$ cat src/rtl/core/rcw_pkg.sv
`default_nettype none
package rcw_pkg;

  typedef enum logic [1:0] {
    CMD_ACK     = 2'd0,
    CMD_TIMEOUT = 2'd1,
    CMD_START   = 2'd2
  } cmd_t;

  typedef enum logic [1:0] {
    ST_IDLE,
    ST_DIVIDE,
    ST_FINISH
  } state_t;

  typedef struct packed {
    logic [1:0]  command;
    logic [31:0] ack_number;
  } in_item_t;

  typedef struct packed {
    logic [31:0] congestion_window;
    logic [31:0] slow_start_threshold;
    logic [16:0] send_window_packets;
    logic        in_fast_recovery;
    logic [7:0]  duplicate_count;
    logic        retransmit_now;
    logic [31:0] retransmit_sequence;
    logic [31:0] acked_base;
    logic        base_advanced;
  } out_item_t;

  localparam logic [31:0] MAX32     = 32'hFFFF_FFFF;
  localparam logic [16:0] MAX_PKTS  = 17'h1_FFFF;
  localparam logic [7:0]  MAX_DUPS  = 8'hFF;

endpackage
`default_nettype wire

$ cat src/rtl/core/rcw_in_if.sv
`default_nettype none
interface rcw_in_if;
  import rcw_pkg::*;

  logic     valid;
  logic     ready;
  in_item_t payload;

  modport source (output valid, output payload, input ready);
  modport sink   (input valid, input payload, output ready);
endinterface
`default_nettype wire

$ cat src/rtl/core/rcw_out_if.sv
`default_nettype none
interface rcw_out_if;
  import rcw_pkg::*;

  logic      valid;
  logic      ready;
  out_item_t payload;

  modport source (output valid, output payload, input ready);
  modport sink   (input valid, input payload, output ready);
endinterface
`default_nettype wire

$ cat src/rtl/core/rcw_recip_div.sv
`default_nettype none
module rcw_recip_div #(
  parameter int QW = 33
) (
  input  wire logic          clk,
  input  wire logic          rst,
  input  wire logic          start,
  input  wire logic [31:0]   divisor,
  output logic               done,
  output logic [QW-1:0]      quotient
);
  localparam int CW = $clog2(QW + 1);

  logic          busy;
  logic [CW-1:0] count;
  logic [31:0]   rem;
  logic [31:0]   div_r;
  logic [32:0]   shifted;
  logic          fits;

  always_comb begin
    shifted = {rem, (count == '0)};
    fits    = (shifted >= {1'b0, div_r});
  end

  always_ff @(posedge clk) begin
    if (rst) begin
      busy  <= 1'b0;
      done  <= 1'b0;
      count <= '0;
    end else begin
      done <= busy && !start && (count == CW'(QW - 1));
      if (start) begin
        busy  <= 1'b1;
        count <= '0;
      end else if (busy) begin
        count <= count + 1'b1;
        if (count == CW'(QW - 1)) begin
          busy <= 1'b0;
        end
      end
    end
  end

  always_ff @(posedge clk) begin
    if (start) begin
      rem   <= '0;
      div_r <= divisor;
    end else if (busy) begin
      rem      <= fits ? 32'(shifted - {1'b0, div_r}) : shifted[31:0];
      quotient <= {quotient[QW-2:0], fits};
    end
  end
endmodule
`default_nettype wire

$ cat src/rtl/core/reno_congestion_window.sv
`default_nettype none
// Reno congestion window. Takes ACK, timeout and connection-start events and
// returns one result per event with the updated window, threshold and
// retransmit request. Timeouts, starts, duplicate ACKs and new ACKs in slow
// start or recovery finish directly, their result registered as the event is
// taken. A new ACK in congestion avoidance computes 1/cwnd on a bit-serial
// divider, one quotient bit per cycle over 2*FRACTION_BITS+1 bits, and adds
// it to the window; no other event is taken until that result is in the
// output register. Events are taken one at a time; a new event is taken
// only when the output register is empty or its result leaves in the same
// cycle.
module reno_congestion_window
  import rcw_pkg::*;
#(
  parameter int FRACTION_BITS = 16,
  parameter int DUP_THRESHOLD = 3
) (
  input  wire logic        clk,
  input  wire logic        rst,
  rcw_in_if.sink           events,
  rcw_out_if.source        results,
  input  wire logic        cfg_wr_en,
  input  wire logic [31:0] cfg_wr_data
);
  localparam int          QW      = 2 * FRACTION_BITS + 1;
  localparam int          SW      = (QW > 32 ? QW : 32) + 1;
  localparam logic [31:0] ONE_Q   = 32'(64'd1 << FRACTION_BITS);
  localparam logic [31:0] THREE_Q = 32'(64'd3 << FRACTION_BITS);
  localparam logic [31:0] INIT_TH = 32'(64'd16 << FRACTION_BITS);
  localparam logic [7:0]  DUP_TH  = 8'(DUP_THRESHOLD);

  state_t      state, state_next;
  logic [31:0] init_thresh;
  logic [31:0] window, window_next;
  logic [31:0] threshold, threshold_next;
  logic [7:0]  dup_acks, dup_next, dup_inc;
  logic        recovering, rec_next;
  logic [31:0] highest_ack, highest_next;
  logic        advanced, rexmit, ca_start;
  logic [31:0] halved, halved_floor;
  logic [32:0] win_plus_one, th_plus_three;
  logic [31:0] win_inc_sat, th_three_sat;

  logic        out_valid;
  out_item_t   out_item;
  logic        out_free, accept, div_start, div_done, finish;
  logic [QW-1:0] quotient;
  logic [SW-1:0] ca_sum;
  logic [31:0]   ca_window;
  cmd_t          cmd;

  function automatic logic [16:0] packets(input logic [31:0] w);
    logic [32:0] s;
    logic [32:0] p;
    s = {1'b0, w} + {1'b0, ONE_Q} - 33'd1;
    p = s >> FRACTION_BITS;
    return (p > 33'(MAX_PKTS)) ? MAX_PKTS : p[16:0];
  endfunction

  rcw_recip_div #(.QW(QW)) u_div (
    .clk      (clk),
    .rst      (rst),
    .start    (div_start),
    .divisor  (window),
    .done     (div_done),
    .quotient (quotient)
  );

  assign out_free = !out_valid || results.ready;
  assign accept   = events.valid && events.ready;
  assign cmd      = cmd_t'(events.payload.command);

  always_comb begin
    halved        = window >> 1;
    halved_floor  = (halved < ONE_Q) ? ONE_Q : halved;
    win_plus_one  = {1'b0, window} + {1'b0, ONE_Q};
    win_inc_sat   = win_plus_one[32] ? MAX32 : win_plus_one[31:0];
    th_plus_three = {1'b0, halved_floor} + {1'b0, THREE_Q};
    th_three_sat  = th_plus_three[32] ? MAX32 : th_plus_three[31:0];
    dup_inc       = (dup_acks == MAX_DUPS) ? dup_acks : dup_acks + 8'd1;
    ca_sum        = SW'(window) + SW'(quotient);
    ca_window     = (ca_sum[SW-1:32] != '0) ? MAX32 : ca_sum[31:0];
  end

  always_comb begin
    window_next    = window;
    threshold_next = threshold;
    dup_next       = dup_acks;
    rec_next       = recovering;
    highest_next   = highest_ack;
    advanced       = 1'b0;
    rexmit         = 1'b0;
    ca_start       = 1'b0;
    unique case (cmd)
      CMD_START: begin
        highest_next   = events.payload.ack_number;
        window_next    = ONE_Q;
        threshold_next = init_thresh;
        dup_next       = '0;
        rec_next       = 1'b0;
      end
      CMD_TIMEOUT: begin
        threshold_next = halved_floor;
        window_next    = ONE_Q;
        dup_next       = '0;
        rec_next       = 1'b0;
      end
      CMD_ACK: begin
        priority if (events.payload.ack_number > highest_ack) begin
          dup_next     = '0;
          advanced     = 1'b1;
          highest_next = events.payload.ack_number;
          priority if (recovering) begin
            rec_next    = 1'b0;
            window_next = threshold;
          end else if (window < threshold) begin
            window_next = win_inc_sat;
          end else begin
            ca_start = 1'b1;
          end
        end else if (events.payload.ack_number == highest_ack) begin
          dup_next = dup_inc;
          priority if (dup_inc == DUP_TH && !recovering) begin
            threshold_next = halved_floor;
            window_next    = th_three_sat;
            rec_next       = 1'b1;
            rexmit         = 1'b1;
          end else if (dup_inc > DUP_TH && recovering) begin
            window_next = win_inc_sat;
          end else begin
          end
        end else begin
        end
      end
      default: begin
      end
    endcase
  end

  // next state
  always_comb begin
    state_next = state;
    unique case (state)
      ST_IDLE:   if (accept && ca_start) state_next = ST_DIVIDE;
      ST_DIVIDE: if (div_done) state_next = ST_FINISH;
      ST_FINISH: if (out_free) state_next = ST_IDLE;
      default:   state_next = ST_IDLE;
    endcase
  end

  // outputs
  always_comb begin
    events.ready = 1'b0;
    div_start    = 1'b0;
    finish       = 1'b0;
    unique case (state)
      ST_IDLE: begin
        events.ready = out_free;
        div_start    = accept && ca_start;
      end
      ST_DIVIDE: begin
      end
      ST_FINISH: begin
        finish = out_free;
      end
      default: begin
      end
    endcase
  end

  always_ff @(posedge clk) begin
    if (rst) begin
      state       <= ST_IDLE;
      init_thresh <= INIT_TH;
      window      <= ONE_Q;
      threshold   <= INIT_TH;
      dup_acks    <= '0;
      recovering  <= 1'b0;
      highest_ack <= '0;
      out_valid   <= 1'b0;
    end else begin
      state <= state_next;
      if (cfg_wr_en) begin
        init_thresh <= cfg_wr_data;
      end
      if (accept) begin
        window      <= window_next;
        threshold   <= threshold_next;
        dup_acks    <= dup_next;
        recovering  <= rec_next;
        highest_ack <= highest_next;
      end else if (finish) begin
        window <= ca_window;
      end
      if ((accept && !ca_start) || finish) begin
        out_valid <= 1'b1;
      end else if (results.ready) begin
        out_valid <= 1'b0;
      end
    end
  end

  always_ff @(posedge clk) begin
    if (accept && !ca_start) begin
      out_item.congestion_window    <= window_next;
      out_item.slow_start_threshold <= threshold_next;
      out_item.send_window_packets  <= packets(window_next);
      out_item.in_fast_recovery     <= rec_next;
      out_item.duplicate_count      <= dup_next;
      out_item.retransmit_now       <= rexmit;
      out_item.retransmit_sequence  <= rexmit ? events.payload.ack_number : '0;
      out_item.acked_base           <= highest_next;
      out_item.base_advanced        <= advanced;
    end else if (finish) begin
      out_item.congestion_window    <= ca_window;
      out_item.slow_start_threshold <= threshold;
      out_item.send_window_packets  <= packets(ca_window);
      out_item.in_fast_recovery     <= recovering;
      out_item.duplicate_count      <= dup_acks;
      out_item.retransmit_now       <= 1'b0;
      out_item.retransmit_sequence  <= '0;
      out_item.acked_base           <= highest_ack;
      out_item.base_advanced        <= 1'b1;
    end
  end

  assign results.valid   = out_valid;
  assign results.payload = out_item;
endmodule
`default_nettype wire
$ cat src/flat_wrapper.sv
// flat-port wrapper written by rule: the top's interface ports become plain ports
module reno_congestion_window_flat import rcw_pkg::*;
#(
  parameter int FRACTION_BITS = 16,
  parameter int DUP_THRESHOLD = 3
)
  (clk, rst, cfg_wr_en, cfg_wr_data, events_valid, events_payload, events_ready, results_valid, results_payload, results_ready);
  rcw_in_if events_i ();
  rcw_out_if results_i ();
  input  wire logic clk;
  input  wire logic rst;
  input  wire logic cfg_wr_en;
  input  wire logic [31:0] cfg_wr_data;
  input wire logic [$bits(events_i.valid)-1:0] events_valid;
  input wire logic [$bits(events_i.payload)-1:0] events_payload;
  output wire logic [$bits(events_i.ready)-1:0] events_ready;
  output wire logic [$bits(results_i.valid)-1:0] results_valid;
  output wire logic [$bits(results_i.payload)-1:0] results_payload;
  input wire logic [$bits(results_i.ready)-1:0] results_ready;
  assign events_i.valid = events_valid;
  assign events_i.payload = events_payload;
  assign events_ready = events_i.ready;
  assign results_valid = results_i.valid;
  assign results_payload = results_i.payload;
  assign results_i.ready = results_ready;
  reno_congestion_window #(.FRACTION_BITS(FRACTION_BITS), .DUP_THRESHOLD(DUP_THRESHOLD)) u_core (.clk(clk), .rst(rst), .events(events_i), .results(results_i), .cfg_wr_en(cfg_wr_en), .cfg_wr_data(cfg_wr_data));
endmodule
$ cat config.mk
export PLATFORM = sky130hd
export DESIGN_NAME = reno_congestion_window_flat
export DESIGN_NICKNAME = d
export VERILOG_FILES = /design/src/rtl/core/rcw_pkg.sv /design/src/rtl/core/rcw_in_if.sv /design/src/rtl/core/rcw_out_if.sv /design/src/rtl/core/rcw_recip_div.sv /design/src/rtl/core/reno_congestion_window.sv /design/src/flat_wrapper.sv
export SDC_FILE = /design/constraint.sdc
export NUM_CORES = 1
export LEC_CHECK = 0
export BUFFER_PORTS_ARGS = -buffer_cell sky130_fd_sc_hd__clkbuf_2
export CAP_MARGIN = 30
export CORE_UTILIZATION = 45
export DETAILED_ROUTE_END_ITERATION = 8
export SYNTH_ARGS = -nofsm -noshare
export SYNTH_HDL_FRONTEND = slang
export SYNTH_SLANG_ARGS = --single-unit
export TNS_END_PERCENT = 100
$ cat constraint.sdc
create_clock -name clk -period 12.4 [get_ports clk]
set_input_delay 1.24 -clock clk [delete_from_list [all_inputs] [get_ports clk]]
set_output_delay 1.24 -clock clk [all_outputs]
set_load 0.05 [all_outputs]
# [Word level (Yosys, flattened, before mapping)]
# Index checks and enable logic that the tools add are counted.
[totals] output_inout_bits=158 regBits=401 wordCells=131 inputBits=71
[op_classes] bitwise=1 magnitude_cmp=7 n_reduce_logical=24 n_eq_ne=11 n_addsub=10 muxes=55
[ops] cell="two-way mux 32 bit" n=17
[ops] cell="two-way mux 156 bit" n=2
[ops] cell="case mux 32 bit (2 select lines)" n=2
[ops] cell="adder 32 x 17 -> 33 bit (second input constant)" n=3
[ops] cell="case mux 32 bit (3 select lines)" n=1
[ops] cell="subtractor 33 x 1 -> 33 bit (second input constant)" n=2
[ops] cell="adder 32 x 33 -> 34 bit" n=1
[ops] cell="> comparator 17 bit (second input constant)" n=2
[ops] cell="two-way mux 17 bit" n=2
[ops] cell="adder 32 x 18 -> 33 bit (second input constant)" n=1
[ops] cell="greater-or-equal comparator 33 x 32 -> 1 bit" n=1
[ops] cell="== test 32 bit" n=1
[ops] cell="> comparator 32 bit" n=1
[ops] cell="< comparator 32 bit" n=1
[ops] cell="subtractor 32 bit" n=1
[ops] cell="< comparator 31 x 17 -> 1 bit (second input constant)" n=1
[ops] cell="two-way mux 31 bit" n=1
[ops] cell="two-way mux 8 bit" n=3
[ops] cell="two-way mux 1 bit" n=21
[ops] cell="case mux 8 bit (2 select lines)" n=1
[ops] cell="adder 8 x 1 -> 8 bit (second input constant)" n=1
[ops] cell="== test 8 x 2 -> 1 bit (second input constant)" n=1
[ops] cell="== test 8 bit (second input constant)" n=1
[ops] cell="> comparator 8 x 2 -> 1 bit (second input constant)" n=1
[ops] cell="19 further kinds" n=39

# [Longest topological paths before layout]
# Gate-level depths: netlist of the first run.
[logic_depth] ltp_word=14 ltp_mapped=19 ltp_nobuf=18

# [Hierarchy]
# A second synthesis of the first run with hierarchy kept.
[hier_totals] hier_cells=2869 hier_area_um2=25155.4
[by_module_without_submodules] mod="reno_congestion_window" cells_each=2304 seq_area_each_um2=7487.2 n_inst=1 area_each_um2=19501.2
[by_module_without_submodules] mod="rcw_recip_div" cells_each=565 seq_area_each_um2=2752.6 n_inst=1 area_each_um2=5654.2

# [Worst setup path before layout of the first run]
# No wires, ideal clock.
[synth_timing] path_kind="input to register" start="in events_payload[31]" end="reg u_core.out_item (netlist bit u_core.results.payload[0]) (enable)" arrival_ns=6.423 setup_time_ns=1.306 n_path_buf=3 cell_stages=12 required_ns=11.094 path_slack_ns=4.671 cell_sequence="ha_1 nand4_1 nor4_2 o2111ai_1 and3_1 clkbuf_1 nor3_1 nand2_1 nand2_1 clkbuf_1 clkbuf_1 nand2_1"
[synth_via] elab_chain_len=6
[synth_rtl] element="start, declared" line_no="flat_wrapper.sv:15" rtl="input wire logic [$bits(events_i.payload)-1:0] events_payload;"
[synth_rtl] element="> comparator 32 bit" line_no="reno_congestion_window.sv:109" rtl="priority if (events.payload.ack_number > highest_ack) begin"
[synth_rtl] element="two-way mux 1 bit" line_no="reno_congestion_window.sv:109"
[synth_rtl] element="two-way mux 1 bit" line_no="reno_congestion_window.sv:94" rtl="unique case (cmd)"
[synth_rtl] element="zero test 1 bit" line_no="reno_congestion_window.sv:204" rtl="if (accept && !ca_start) begin"
[synth_rtl] element="logical AND 1 bit" line_no="reno_congestion_window.sv:204"
[synth_rtl] element="nonzero test 2 bit (no line)"
[synth_rtl] element="end, declared" line_no="reno_congestion_window.sv:45" rtl="out_item_t out_item;"
# No other way between the ends.
# A chain may end at the register's enable or synchronous reset.

# [Final worst setup path of the first run]
[layout_timing] start="in events_payload[30]" end="reg u_core.out_item (netlist bit u_core.results.payload[77]) (data pin)"
[layout_via] elab_chain_len=9 word_cells_on_any_way=14 classes_between="add/sub (2); order compare (2); eq/ne (1); mux (7); reduce/logical (2)"
[layout_rtl] element="parallel branches: the longest is 8 deep, another holds adder 32 x 17 -> 33 bit"
[layout_rtl] element="two-way mux 156 bit (*)" line_no="reno_congestion_window.sv:204"
# Mark *: on every way between the ends.

==> metrics.md, run 1 <==
| Metric | Value |
|---|---|
| Status | completed |
| Min cycle time layout | 5.809 ns |
| Achievable Freq | 172.1 MHz |
| Leakage power | 11.04 nW |
| Syn_nets | 2966 |
| Worst hold path class | reg2reg |
| Drt pass-1 iters | 5 |
| CP Max Fanout | 48 |
| Setup Skew | 0.01815 ns |
| Crit path from | events_payload[30] |
| Synth top area cells | edfxtp_1 27%, dfxtp_1 15%, ha_1 6.9% |
| Largest family of logic cells by synthesized area | compound AO/OA/AOI/OAI gates |
| Post-synth top cells | 295 x nor2_1, 282 x a21oi_1, 221 x edfxtp_1, 209 x o21ai_0, 184 x nand2_1 |
| Metal2 WL | 36760 µm |
| DIE AREA | 55870 µm² |
| Synth Instances | 2757 |
| Final hold vios | 0 |
| Chip height | 236.4 µm |
| CP bufs+invs | 2 |
| Drt drc | 0 |
| Warnings, synthesis | 0 |
| IO buf count | 228 |
| Adder-cell area share of the yosys netlist | 0.07047 |
| Postcts setup bufs | 0 |
| Post-synthesis xor/xnor area fraction | 0.03437 |
| Worst Hold Slack | 0.4539 ns |
| Most frequent cell after synthesis | nor2_1 |
| GR Util All Layers | 0.2689 |
| Layout area overhead | 13.84% |
| Synth Area in Simple Gates | 0.1557 |
| Post-cts resize count | 0 |
| Seq/Total Area, Yosys | 0.4143 |
| Initial DRC count | 1785 |
| Final non-filler cell total | 3644 |
| Vias per cell | 6.134 |
| Chip width | 236.4 µm |
| Hold buffer count at cts | 0 |
| CP top delay family | simple AND/OR/NAND/NOR gates |
| Final Util | 0.5208 |
| RD Place Congestion | 0.9730 |
| CP endpoint kind | flip-flop |
| Delay of the slowest critical-path stage | 0.77 ns |
| Vias in the first global route | 21310 |
| Critical Path Source Type | input port |
| TritonCTS clock tree | yes |
| HPWL after detailed placement | 54950 µm |
| TritonCTS buffer count | 46 |
| Initial antenna violation count | 1 |
| Mean Syn Cell Area | 8.965 µm² |
| Maximum VDD drop | 0.0001016 V |
| Slowest library cell on the worst path | and4_1 |
| Detail Route Antenna Nets | 0 |
| Dpl cells | 3557 |
| CTS H-tree lvls | 2 |
| Synth area leader | edfxtp_1 |
| Final Instance Area | 28140 µm² |
| Crit path cell chain | clkbuf_2, ha_1, nand4_1, nor4_2, and4_1, nand4_1, buf_4, a21oi_1, o21ba_1, o31ai_1, nor4_1, nand4_2, nor2b_1, o32ai_1 |
| Final Total Pwr | 4.277 mW |
| Worst reg2reg path depth | 13 |
| Max Cap Viol | 0 |
| Worst-margin pin slew | 1.039 ns |
| Met1 Wirelength | 33420 µm |
| Cell mode on critical path | nand4_1 |
| Pins Over Slew Limit | 0 |
| Placed inst area | 26530 µm² |
| PwrDens | 152.0 nW/µm² |
| Share of cells above drive strength 1 | 0.1415 |
| Synth Flop Type | edfxtp_1 |
| Vias | 22350 |
| Max-slew headroom | 0.3015 |
| Multiplexer share of the synthesized area | 0.02263 |
| Sum Neg Setup Slack | 0 ns |
| Clock transition at path regs | 0.06 ns |
| Arr. time, crit path | 6.12 ns |
| Crit path capture | u_core.results.payload[77]$_DFFE_PP_ |
| CP Data Required Time | 12.72 ns |
| Complex-gate fraction of the synthesized area | 0.2535 |
| RSZ-0062 raised after global routing | no |
| Starting Density | 0.4575 |
| Core area | 54030 µm² |
| R2R Path Start | u_core.window[19]$_SDFFE_PP0P_ |
| Synth Register Bits | 401 |
| Post-Syn Area | 24720 µm² |
| Worst skew pair latency | 0.59 ns |
| Count of final setup violators | 0 |
| Synth top area share | 0.2685 |
| Period utilization | 0.4685 |
| Wire per inst | 21.12 µm |
| Clock Tree Root | clkbuf_16 |
| Metal3 WL | 4439 µm |
| Post-route setup slack | 6.591 ns |
| Total wire length | 76970 µm |
| R2R setup slack | 6.92 ns |
| Max clock buf depth | 3 |
| Post-synth EDFFs | 221 |
| First-pass GRT wire length | 119800 µm |
| Top-level I/O count | 229 |
| Ys async rst share | 0 |
| Final layout net count | 3119 |
| WP depth | 14 |
| Post-synth cell types | 98 |
| GRT Residual Overflow | 0 |
| Worst Setup Slack post-DPL | 6.111 ns |
| R2R Path End | u_core.results.payload[90]$_DFFE_PP_ |
| # rows | 85 |
| Largest net degree at the start of global routing | 74 |
| Crit path kind | in2reg |
| Sink Count | 401 |
| Top Metal Used | met5 |
## cell families (layout without fill, tap and decap cells)
kind of cell               Yosys count  count (layout)
AOI/OAI and AO/OA                  953             953
other                                0               1
xor gates and xnor gates            97              97
adders and majority gates          138             138
muxes                               55              55
buffers and inverters              311             501
DFF                                401             401
and+or+nand+nor                    802             802
## per-layer routing
metal,global-route usage,vias up
met3,0.03920,167
met2,0.4551,794
met1,0.3517,10790
li1,-,10600
met5,0,-
met4,0.08658,2
## placed cells by master (no fill, tap or decap), types with 13 or more instances in the layout
cell	synthesis	routed
nor3_1	65	64
nand4_1	27	27
dfxtp_1	180	178
ha_1	136	135
xor2_1	31	31
mux2i_1	48	48
a31oi_1	25	25
edfxtp_1	221	221
clkbuf_2	0	227
inv_1	129	129
xnor2_1	66	66
and2_1	44	44
nand3_1	46	46
nor2_1	295	292
o211ai_1	26	26
clkbuf_16	0	47
buf_4	4	55
and3_1	22	22
a21oi_1	282	281
o31ai_1	27	27
a21o_1	38	38
o21ai_0	209	209
a22oi_1	61	61
a22o_1	34	34
a211oi_1	47	46
a221oi_1	44	44
nand2_1	184	181
nand2b_1	20	20
clkbuf_1	144	13
nor4_1	20	19
## power breakdown
group | internal (mW) | switching, mW | leakage (nW)
Clock | 0.882 | 0.567 | 0.773
Combinational | 0.424 | 0.791 | 6.62
Sequential | 1.54 | 0.0771 | 3.65
## how the worst min path moves through the flow
stage                                              from                                   to  slack, ns  cells after the start
detailed placement  u_core.u_div.quotient[23]$_DFFE_PP_  u_core.u_div.quotient[24]$_DFFE_PP_       0.44                      0
global placement    u_core.u_div.quotient[25]$_DFFE_PP_  u_core.u_div.quotient[26]$_DFFE_PP_       0.44                      0
CTS                  u_core.u_div.quotient[6]$_DFFE_PP_   u_core.u_div.quotient[7]$_DFFE_PP_       0.45                      0
global route        u_core.u_div.quotient[29]$_DFFE_PP_  u_core.u_div.quotient[30]$_DFFE_PP_       0.46                      0
floorplan            u_core.u_div.quotient[9]$_DFFE_PP_  u_core.u_div.quotient[10]$_DFFE_PP_       0.43                      0
finish              u_core.u_div.quotient[27]$_DFFE_PP_  u_core.u_div.quotient[28]$_DFFE_PP_       0.45                      0
## registers in the layout (all words and copies together), names as in the netlist
name,flops
u_core.results.payload,156
u_core.u_div.quotient,33
u_core.highest_ack,32
u_core.init_thresh,32
u_core.threshold,32
u_core.u_div.div_r,32
u_core.u_div.rem,32
u_core.window,32
u_core.dup_acks,8
u_core.u_div.count,6
u_core.state,2
u_core.recovering,1
u_core.results.valid,1
u_core.u_div.busy,1
u_core.u_div.done,1
## area by class of cell
type                            count  area [µm²]
Tap cell                          696       870.8
Clock inverter                     22       320.3
Multi-Input combinational cell   2045       13330
Sequential cell                   401       10240
Timing Repair Buffer              286        1619
Clock buffer                       63        1266
Fill cell                        5071       25890
Inverter                          130       488.0
Antenna cell                        1       2.502
(Power assumes the default switching activity.)
==> run 2: changes to the inputs <==
--- a/config.mk
+++ b/config.mk
@@ -5,10 +5,12 @@
 export SDC_FILE = /design/constraint.sdc
 export NUM_CORES = 1
 export LEC_CHECK = 0
+export ABC_AREA = 1
 export BUFFER_PORTS_ARGS = -buffer_cell sky130_fd_sc_hd__clkbuf_2
 export CAP_MARGIN = 30
 export CORE_UTILIZATION = 45
 export DETAILED_ROUTE_END_ITERATION = 8
+export PLACE_DENSITY = 0.65
 export SYNTH_ARGS = -nofsm -noshare
 export SYNTH_HDL_FRONTEND = slang
 export SYNTH_SLANG_ARGS = --single-unit
==> constraint.sdc (replaced) <==
create_clock -name clk -period 5.2 [get_ports clk]
set_input_delay 0.52 -clock clk [delete_from_list [all_inputs] [get_ports clk]]
set_output_delay 0.52 -clock clk [all_outputs]
set_load 0.05 [all_outputs]
==> run 2 against run 1 <==
Against the previous run: clock skew is 0.0034 ns higher; non-clock buffer count rose by 18; synthesized cell count is 39% higher; sequential share of layout area shrank 3.0 points; via count grew 20%; sequential power rose by 130%; setup slack lost 5.9 ns; utilization fell by 0.46 points; total power up 110%; critical endpoint is now u_core.results.payload[79]$_DFFE_PP_.
==> metrics.md, run 2 <==
| Metric | Value |
|---|---|
| Status | completed |
| First-pass GRT wire length | 144100 µm |
| Synth Instances | 3824 |
| Post-route setup slack | 0.6805 ns |
| Hold_sp | cfg_wr_data[18] |
| Clock transition at path regs | 0.06 ns |
| Layout area overhead | 12.65% |
| Synth top area share | 0.2440 |
| Warnings, synthesis | 0 |
| Arr. time, crit path | 4.83 ns |
| Synth area leader | edfxtp_1 |
| Post-synth top cells | 1009 x nand2_1, 409 x inv_1, 406 x o21ai_0, 323 x nor2_1, 308 x a21oi_1 |
| GR Util All Layers | 0.3037 |
| Worst Hold End | u_core.init_thresh[18]$_SDFFE_PP0P_ |
| Cell mode on critical path | nand2_1 |
| Final Util | 0.5162 |
| Final hold vios | 0 |
| Switching Share | 0.3335 |
| Drt drc | 0 |
| Maximum VDD drop | 0.0002100 V |
| R2R Path Start | u_core.window[14]$_SDFFE_PP0P_ |
| CP Data Required Time | 5.52 ns |
| Count of final setup violators | 0 |
| Clock share of power | 0.360 |
| Sink Count | 401 |
| Clock Tree Root | clkbuf_16 |
| Hold path cells | 3 |
| Worst-margin pin slew | 1.021 ns |
| TritonCTS clock tree | yes |
| Seq/Total Area, Yosys | 0.3765 |
| GRT Residual Overflow | 0 |
| Min cycle time layout | 4.519 ns |
| Chip width | 247.8 µm |
| Chip height | 247.8 µm |
| Core area | 59350 µm² |
| R2R setup slack | 0.68 ns |
| P_int | 5.872 mW |
| R2R Path End | u_core.results.payload[79]$_DFFE_PP_ |
| CTS H-tree lvls | 2 |
| Synth top area cells | edfxtp_1 24%, nand2_1 14%, dfxtp_1 13% |
| Worst reg2reg path depth | 23 |
| Sum Neg Setup Slack | 0 ns |
| Syn_nets | 4033 |
| Largest net degree at the start of global routing | 82 |
| Post-Syn Area | 27200 µm² |
| Slowest library cell on the worst path | dfxtp_1 |
| CP Max Fanout | 15 |
| Most frequent cells in the layout | 1006 x nand2_1, 406 x inv_1, 406 x o21ai_0 |
| Vias per cell | 5.588 |
| Post-cts resize count | 0 |
| Drt pass-1 iters | 6 |
| Commonest non-fill, non-tap cell in the layout | nand2_1 |
| Worst skew pair latency | 0.61 ns |
| Critical Path Source Type | flip-flop |
| Combinational power share | 0.221 |
| Worst Setup Slack post-DPL | 0.8616 ns |
| Dpl cells | 4715 |
| Period utilization | 0.8691 |
| Postcts setup bufs | 0 |
| Vias in the first global route | 24130 |
| Max reg flops | 156 |
| Hold buffer count at cts | 0 |
| Starting Density | 0.4582 |
| Synth Flop Type | edfxtp_1 |
| Post-synth cell types | 60 |
| Crit path kind | reg2reg |
| Worst hold path class | in2reg |
| Max-slew headroom | 0.3195 |
| CP endpoint kind | flip-flop |
| RSZ-0062 raised after global routing | no |
| CP bufs+invs | 1 |
| P_sw | 2.938 mW |
| Detail Route Antenna Nets | 0 |
| Max Cap Viol | 0 |
| Leakage power | 14.40 nW |
| Final non-filler cell total | 4800 |
| Sequential power share | 0.419 |
| Wire per inst | 19.65 µm |
| Setup Skew | 0.02150 ns |
| Fillers | 5954 |
| Synth Register Bits | 401 |
| Share of cells above drive strength 1 | 0.1193 |
| Achievable Freq | 221.3 MHz |
| CP top delay family | simple AND/OR/NAND/NOR gates |
| Final Instance Area | 30640 µm² |
| # rows | 89 |
| Total wire length | 94320 µm |
| Placed inst area | 29180 µm² |
| Final Total Pwr | 8.810 mW |
| Initial DRC count | 2793 |
| Final layout net count | 4198 |
| Vias | 26820 |
| Delay of the slowest critical-path stage | 0.82 ns |
| Mean Syn Cell Area | 7.112 µm² |
| Worst Hold Slack | 0.1351 ns |
| Max clock buf depth | 3 |
| Initial antenna violation count | 2 |
| HPWL after detailed placement | 69300 µm |
| Ys async rst share | 0 |
| DIE AREA | 61420 µm² |
| RD Place Congestion | 1.092 |
| PwrDens | 287.5 nW/µm² |
| Post-synth EDFFs | 221 |
| Crit path cell chain | ha_1, nand2_1, nor4_1, nand2_1, nand2_1, nand2_1, nand2_2, nand2_2, buf_4, nand2_2, nand2_1, nand2_1, nand2_1, nand2_1, nand2_1, nor2_1, nand2_1, nor2_4, nand2_4, nand2_1, nand2_1, nand3_1, o21ai_1 |
| Most frequent cell after synthesis | nand2_1 |
| Pins Over Slew Limit | 0 |
| IO buf count | 228 |
| Top-level I/O count | 229 |
| TritonCTS buffer count | 45 |
[run 2: cell types whose count changed after synthesis, sizes merged, moves of 45 or more]
cell   before   now
mux2i      48     3
nor2      297   344
o21ai     212   418
xnor2      66    19
inv       130   424
a22oi      61    16
nand3      47   206
nand2     184  1046
[run 2: cell type report]
| type | instances | area, µm² | area share |
|---|---|---|---|
| multi-input combinational | 2803 | 14570 | 0.4755 |
| clock inverter | 20 | 196.4 | 0.006412 |
| tap | 773 | 967.2 | 0.03157 |
| timing repair buffer | 304 | 1774 | 0.05791 |
| clock buffer | 63 | 1255 | 0.04096 |
| antenna | 2 | 5.005 | 0.0001634 |
| sequential | 401 | 10240 | 0.3343 |
| inverter | 434 | 1630 | 0.05321 |
[run 2: worst max path at each step]
stage                     depth (start not counted)                                   end                               start  slack, ns
final                                            23  u_core.results.payload[79]$_DFFE_PP_      u_core.window[14]$_SDFFE_PP0P_       0.68
after global routing                             23     u_core.u_div.rem[26]$_SDFFE_PP0P_  u_core.u_div.count[1]$_SDFFE_PP0P_       0.43
after CTS                                        23  u_core.results.payload[79]$_DFFE_PP_      u_core.window[15]$_SDFFE_PP0P_       0.91
after detailed placement                         21  u_core.results.payload[79]$_DFFE_PP_                  events_payload[15]       0.86
after global placement                           21  u_core.results.payload[79]$_DFFE_PP_                  events_payload[15]       0.88
after floorplan                                   9    u_core.u_div.quotient[0]$_DFFE_PP_   u_core.results.valid$_SDFFE_PP0P_       0.65
[run 2: logic make-up after synthesis]
kind of cell	share of synthesized area
buffers and inverters	0.08952
AND/OR/NAND/NOR	0.2638
adder cells (fa/ha/maj)	0.06404
multiplexers	0.001104
XOR/XNOR	0.02190
flip-flops	0.3765
AO/OA/AOI/OAI	0.1831
[run 2: power groups by stage]
| stage | sequential [mW] | combinational (mW) | clock, mW |
|---|---|---|---|
| floorplan | 4.09 | 1.01 | 0 |
| global placement | 3.75 | 1.91 | 0 |
| detailed placement | 3.75 | 1.91 | 0 |
| CTS | 3.69 | 1.92 | 3.24 |
| global route | 3.71 | 2.12 | 3.35 |
| finish | 3.69 | 1.95 | 3.18 |
[run 2: worst reg2reg max path, stage by stage (launching register included)]
cell,delay (ns)
dfxtp_1,0.82
ha_1,0.25
nand2_1,0.08
nor4_1,0.27
nand2_1,0.09
nand2_1,0.08
nand2_1,0.23
nand2_2,0.29
nand2_2,0.08
buf_4,0.18
nand2_2,0.28
nand2_1,0.09
nand2_1,0.07
nand2_1,0.05
nand2_1,0.16
nand2_1,0.24
nor2_1,0.21
nand2_1,0.12
nor2_4,0.15
nand2_4,0.16
nand2_1,0.15
nand2_1,0.06
nand3_1,0.07
o21ai_1,0.09
[run 2: per-layer routing]
metal,share of wire,track usage,vias to the layer above
li1,-,-,13150
met1,0.44,0.4296,12250
met2,0.42,0.4548,1201
met3,0.098,0.06142,225
met4,0.037,0.1110,2
met5,0.00017,0,-
